==> config.mk <==
export PLATFORM = sky130hd
export DESIGN_NAME = mmhq_cmp
export DESIGN_NICKNAME = d
export VERILOG_FILES = /design/src/hdl/mmhq_pkg.sv /design/src/hdl/mmhq_cmp.sv
export SDC_FILE = /design/constraint.sdc
export NUM_CORES = 1
export LEC_CHECK = 0
export ABC_AREA = 1
export CORE_ASPECT_RATIO = 1.2
export CORE_MARGIN = 2
export CORE_UTILIZATION = 30
export DETAILED_ROUTE_END_ITERATION = 10
export DONT_BUFFER_PORTS = 1
export MAX_ROUTING_LAYER = met4
export SETUP_SLACK_MARGIN = 0.1
export SYNTH_ARGS = -nofsm -noshare
export SYNTH_HDL_FRONTEND = slang
export SYNTH_SLANG_ARGS = --single-unit
==> constraint.sdc <==
create_clock -name vclk -period 1.8
set_input_delay 0 -clock vclk [all_inputs]
set_output_delay 0 -clock vclk [all_outputs]
set_load 0.01 [all_outputs]
==> src/hdl/mmhq_pkg.sv <==
// Package for the min-max heap queue: widths, action and status codes,
// and the comparator request type. Used by every file of the block.
package mmhq_pkg;
    localparam int Capacity = 1023;
    localparam int KeyBits = 32;
    localparam int TagBits = 32;
    localparam int PosBits = $clog2(Capacity + 1);
    localparam int FillBits = 10;

    localparam logic [1:0] ACT_INSERT = 2'd0;
    localparam logic [1:0] ACT_EXT_MIN = 2'd1;
    localparam logic [1:0] ACT_EXT_MAX = 2'd2;

    localparam logic [1:0] ST_DONE = 2'd0;
    localparam logic [1:0] ST_EMPTY = 2'd1;
    localparam logic [1:0] ST_FULL = 2'd2;

    typedef logic [KeyBits-1:0] key_t;
    typedef logic [TagBits-1:0] tag_t;
    typedef logic [PosBits-1:0] pos_t;

    // Compare request to the shared comparator.
    typedef struct packed {
        key_t a;
        key_t b;
        logic want_min;
    } cmp_req_t;

    // Position depth parity: true on min levels (even depth).
    function automatic logic min_level(input pos_t p);
        logic lvl;
        lvl = 1'b1;
        for (int i = 1; i < PosBits; i++)
        begin
            if (p[i])
                lvl = ((i % 2) == 0);
        end
        return lvl;
    endfunction
endpackage

==> src/hdl/mmhq_cmp.sv <==
// Shared key comparator of the min-max heap queue.
// Depends on mmhq_pkg for the key type and request struct.
module mmhq_cmp (
    input  mmhq_pkg::cmp_req_t req,
    output logic               better
);
    import mmhq_pkg::*;

    // Keys are signed; a beats b strictly on a level of the requested kind.
    always_comb
    begin
        if (req.want_min)
            better = $signed(req.a) < $signed(req.b);
        else
            better = $signed(req.a) > $signed(req.b);
    end
endmodule

After elaboration in Yosys (flattened, before gate mapping)
Index checks and enable logic that the tools add are counted.

$lt $le $gt $ge: 2. Multiplexer cells: 1.

Operator list (count): $gt A32 B32 Y1 (1); $lt A32 B32 Y1 (1); $mux W1 (1).

Register bits: 0. Input bits: 65. Output and inout port bits: 1. Word-level logic and storage cells: 3.

Depth between registers and ports, before layout
Gate-level depths: netlist (run 1).

Word-level depth: 2. Gate-level depth with buffers: 16. Mapped depth without buffers: 16.

Worst setup path after synthesis (run 1)
OpenSTA, ideal clock, no wires.

Path type: input port to output port. Start: input port req[32] (netlist bit). End: output port better. Data arrival time: 1127 ps. Data required time: 1800 ps. Setup slack: 673 ps. Stages on the path: 11. Buffers on the path: 0. Cells stage by stage: inv_1 ha_1 nand2_1 nor2_2 nand2_2 nor3b_2 nand2_2 nand2_2 nand2_1 nand3_1 nand2_1.

Cells in the longest elaborated chain, start to end: 2. Elaborated cells between the ends (all ways): 3. Classes of those cells: order compare (2); mux (1).

RTL lines: start, declared (line mmhq_cmp.sv:4) `input mmhq_pkg::cmp_req_t req,`; $gt A32 B32 Y1 / $lt A32 B32 Y1 (equally long branches) (line mmhq_cmp.sv:15, mmhq_cmp.sv:13); $mux W1 (*) (line mmhq_cmp.sv:12) `if (req.want_min)`; end, declared (line mmhq_cmp.sv:5) `output logic better`.

Every way passes the cells marked *; elsewhere a longest branch is shown, timed or not.

Final worst setup path (run 1)
Same ends and word-level chain as after synthesis.

==> flow_metrics.env, run 1 <==
export IMPL_run_status="finished clean"
export IMPL_grt_overflow=0
export IMPL_fin_area_sq_um=973
export IMPL_die_y_microns=64.9
export IMPL_layout_commonest_cell="inv_1"
export IMPL_ant_nets=0
export IMPL_die_area_sq_um=3560
export IMPL_design_seq_count=0
export IMPL_critPathKind="in -> out"
export IMPL_grt_usage_pct=9.13
export IMPL_rows=22
export IMPL_port_buffers=0
export IMPL_dp_cells=185
export IMPL_regArea_sq_um=0
export IMPL_netlist_area_leader_share_pct=43.1
export IMPL_p_sw_share_pct=55.8
export IMPL_power_frac_comb_pct=100.0
export IMPL_worst_pin_slew_ns=0.199
export IMPL_postCtsSetupRepairBufs=0
export IMPL_post_cts_resized=0
export IMPL_clockPowerShare_pct=0
export IMPL_drive_above_1_share_pct=6.04
export IMPL_cts_hold_buffers=0
export IMPL_final_fill_count=335
export IMPL_route_detailed_drc=0
export IMPL_die_x_microns=54.8
export IMPL_worst_hold_path_type="in -> out"
export IMPL_stdcell_count=185
export IMPL_whs_ns=0.134
export IMPL_crit_path_start_kind="primary input"
export IMPL_grt_pass1_wl_microns=2590
export IMPL_synth_cell_types=20
export IMPL_crit_family="simple AND/OR/NAND/NOR gates"
export IMPL_synth_area_leaders="ha_1 (43%), inv_1 (16%), nand2_1 (14%)"
export IMPL_initial_utilization_pct=30.9
export IMPL_synth_area_sq_um=928
export IMPL_grt_max_degree=6
export IMPL_crit_fanout=5
export IMPL_cp_slowest_stage_delay_ns=0.35
export IMPL_powerDensity_nw_per_um2=194
export IMPL_utilization_pct=32.4
export IMPL_core_area_sq_um=3000
export IMPL_p_leak_nw=0.620
export IMPL_dpl_cell_area_sq_um=973
export IMPL_crit_path_end_kind="output pin"
export IMPL_most_common_layout_cells="inv_1 (39), nand2_1 (34), ha_1 (32)"
export IMPL_drt_iter0_markers=5
export IMPL_antenna_found_initial=0
export IMPL_fin_ws_ns=0.546
export IMPL_fin_crit_sh_pct=69.6
export IMPL_cp_startpoint="req[32]"
export IMPL_required_ns=1.80
export IMPL_rsz0062_at_grt="no"
export IMPL_syn_to_final_growth_pct=4.85
export IMPL_cp_arrival_ns=1.25
export IMPL_power_share_sequential_pct=0
export IMPL_multi_input_area_sq_um=778
export IMPL_synth_compound_area_share_pct=13.9
export IMPL_yosysWarnings=0
export IMPL_path_cells="inv_1 -> ha_1 -> nand2_1 -> nor2_2 -> nand2_2 -> nor3b_2 -> nand2_2 -> nand3_1 -> nand3_1 -> nand2_1"
export IMPL_synthCells=149
export IMPL_vias_per_cell=4.59
export IMPL_max_freq_mhz=798
export IMPL_wl_per_cell_microns=8.68
export IMPL_yosys_area_share_simple_pct=26.8
export IMPL_routabilityCongestion=0.708
export IMPL_seq_area_frac_synth_pct=0
export IMPL_synth_area_per_cell_sq_um=6.23
export IMPL_p_switching_uw=106
export IMPL_crit_path_end="better"
export IMPL_synth_adder_area_share_pct=43.1
export IMPL_critPathBufInv=1
export IMPL_fin_total_pwr_uw=189
export IMPL_clock_buffers=0
export IMPL_firstDrtPassIters=4
export IMPL_synthMuxAreaShare_pct=0
export IMPL_min_from="req[0]"
export IMPL_fin_crit_ns=1.25
export IMPL_yosys_area_top_type="ha_1"
export IMPL_ios=66
export IMPL_report_final_slew_viol_count=0
export IMPL_max_slew_margin_pct=86.6
export IMPL_fin_nets=248
export IMPL_internal_power_uw=83.6
export IMPL_synth_top_family_by_area="adder cells"
export IMPL_setup_tns_ns=0
export IMPL_grt_pass1_vias=730
export IMPL_wl_microns=1610
export IMPL_ir_drop_uv=78.5
export IMPL_dp_hpwl_microns=1600
export IMPL_finalSetupViolations=0
export IMPL_maxCapViolations=0
export IMPL_syn_nets=246
export IMPL_insertedDiodeCount=0
export IMPL_synth_xor_area_share_pct=0
export IMPL_crit_slowest_cell="ha_1"
export IMPL_hold_viol=0
export IMPL_num_vias=849
export IMPL_preCtsSetupSlack_ns=0.523
export IMPL_cp_num_cells=10
layer usage:
layer	GRT usage, %	vias up	share of wire [%]	wire (microns)
li1	-	476	-	-
met4	0	0	0	0
met1	11.7	329	44	713
met3	0.691	0	10	161
met2	16.2	44	46	731
met5	-	-	0	0
power groups by stage:
stage / registers (mW) / logic, mW / clock network [mW]
finish: 0 / 0.189 / 0
floorplan: 0 / 0.162 / 0
detailed placement: 0 / 0.192 / 0
global placement: 0 / 0.193 / 0
CTS: 0 / 0.193 / 0
global route: 0 / 0.230 / 0
cell families (layout without fill, tap and decap cells):
kind of cell    after synthesis  count (layout)
compound gates               22              22
fa+ha+maj                    32              32
buf+inv                      40              40
simple gates                 55              55
cells in the mapped netlist, types with 2 or more instances:
library cell  count
inv_1            39
nand2_1          34
ha_1             32
a21oi_1          13
nor2_1            8
nand3_1           4
nand2_2           3
a21o_1            2
nand4_1           2
o21ai_0           2
cell type report:
cell class                      instances  area share, %
Tap cell                               36           4.63
Multi-Input combinational cell        109           79.9
Inverter                               40           15.4
worst min-delay path by stage:
| stage | endpoint | slack, ns | cells after the start |
|---|---|---|---|
| 5_1_grt | better | 0.15 | 2 |
| 3_5_place_dp | better | 0.14 | 2 |
| 2_1_floorplan | better | 0.12 | 2 |
| 6_report | better | 0.13 | 2 |
| 3_3_place_gp | better | 0.14 | 2 |
| 4_1_cts | better | 0.14 | 2 |
No activity file was read; power rests on OpenSTA's default activity.
==> run 2: changes to the inputs <==
==> constraint.sdc (replaced) <==
create_clock -name vclk -period 1.28
set_input_delay 0 -clock vclk [all_inputs]
set_output_delay 0 -clock vclk [all_outputs]
set_load 0.01 [all_outputs]
==> flow_metrics.env, run 2 (same netlist as run 1, synthesis figures left out) <==
export IMPL_run_status="finished clean"
export IMPL_fin_area_sq_um=1320
export IMPL_ir_drop_uv=169
export IMPL_worst_hold_path_type="in -> out"
export IMPL_finalSetupViolations=0
export IMPL_drt_iter0_markers=0
export IMPL_crit_slowest_cell="ha_4"
export IMPL_rsz0062_at_grt="yes"
export IMPL_insertedDiodeCount=0
export IMPL_antenna_found_initial=0
export IMPL_wl_microns=2180
export IMPL_utilization_pct=43.8
export IMPL_report_final_slew_viol_count=0
export IMPL_die_area_sq_um=3560
export IMPL_dpl_cell_area_sq_um=981
export IMPL_max_slew_margin_pct=84.5
export IMPL_vias_per_cell=4.88
export IMPL_max_freq_mhz=888
export IMPL_regArea_sq_um=0
export IMPL_wl_per_cell_microns=11.7
export IMPL_layout_commonest_cell="inv_1"
export IMPL_crit_fanout=3
export IMPL_grt_pass1_wl_microns=2720
export IMPL_crit_path_start_kind="primary input"
export IMPL_hold_viol=0
export IMPL_grt_max_degree=4
export IMPL_crit_path_end_kind="output pin"
export IMPL_p_leak_nw=0.643
export IMPL_rows=22
export IMPL_most_common_layout_cells="inv_1 (32), nand2_1 (24), ha_4 (19)"
export IMPL_die_y_microns=64.9
export IMPL_critPathKind="in -> out"
export IMPL_maxCapViolations=0
export IMPL_grt_pass1_vias=754
export IMPL_dp_hpwl_microns=1670
export IMPL_initial_utilization_pct=30.9
export IMPL_core_area_sq_um=3000
export IMPL_crit_family="simple AND/OR/NAND/NOR gates"
export IMPL_powerDensity_nw_per_um2=316
export IMPL_fin_crit_ns=1.13
export IMPL_cp_arrival_ns=1.13
export IMPL_fin_total_pwr_uw=415
export IMPL_die_x_microns=54.8
export IMPL_syn_to_final_growth_pct=41.6
export IMPL_fin_nets=249
export IMPL_required_ns=1.28
export IMPL_design_seq_count=0
export IMPL_fin_crit_sh_pct=88.0
export IMPL_path_cells="inv_1 -> ha_4 -> nand2_1 -> a21oi_1 -> o21ai_1 -> nand2_1 -> a21oi_2 -> nand2_2 -> nand2_2 -> nand3_2 -> nand2_2"
export IMPL_routabilityCongestion=0.703
export IMPL_timing_critical_path_mode_cell="nand2_2"
export IMPL_drive_above_1_share_pct=37.3
export IMPL_postCtsSetupRepairBufs=0
export IMPL_port_buffers=0
export IMPL_ios=66
export IMPL_firstDrtPassIters=1
export IMPL_cp_slowest_stage_delay_ns=0.20
export IMPL_setup_tns_ns=0
export IMPL_num_vias=907
export IMPL_clock_buffers=0
export IMPL_route_detailed_drc=0
export IMPL_whs_ns=0.104
export IMPL_critPathBufInv=1
export IMPL_grt_overflow=0
export IMPL_ant_nets=0
export IMPL_grt_usage_pct=9.60
export IMPL_worst_pin_slew_ns=0.230
==> run 2: metal layers <==
| metal | vias to the layer above | global-route usage (%) | share of wire [%] |
|---|---|---|---|
| li1 | 478 | - | - |
| met1 | 388 | 11.7 | 39 |
| met2 | 41 | 17.6 | 53 |
| met3 | 0 | 0.922 | 7.3 |
| met4 | 0 | 0 | 0 |
| met5 | - | - | 0 |
==> run 2: through the flow <==
stage	setup slack, ns	cells
after floorplan	0.153	149
after global placement	0.0661	186
after detailed placement	0.0485	186
after CTS	0.111	186
after global routing	0.0429	186
final	0.154	186
==> run 2: area by class of cell <==
cell class / count / area [sq um]
fill: 311 / 1690
multi-input combinational: 109 / 1100
inverter: 40 / 165
tap: 36 / 45.0
timing repair buffer: 1 / 7.51
==> run 2: where the power goes <==
part	switching (mW)	total (mW)	leakage [nW]	internal, mW
sequential	0	0	0	0
clock	0	0	0	0
combinational	0.208	0.415	0.643	0.208
total	0.208	0.415	0.643	0.208
==> run 2: worst paths after layout <==
path                  to  depth (start not counted)    start  slack (ns)
setup / recovery  better                         11  req[19]        0.15
hold / removal    better                          2   req[0]        0.10
==> run 2: timing repair <==
action,CTS,global route
pin swaps,9,40
setup endpoints to repair,1,1
resized for setup,7,50
gates cloned,0,0
hold buffers,0,0
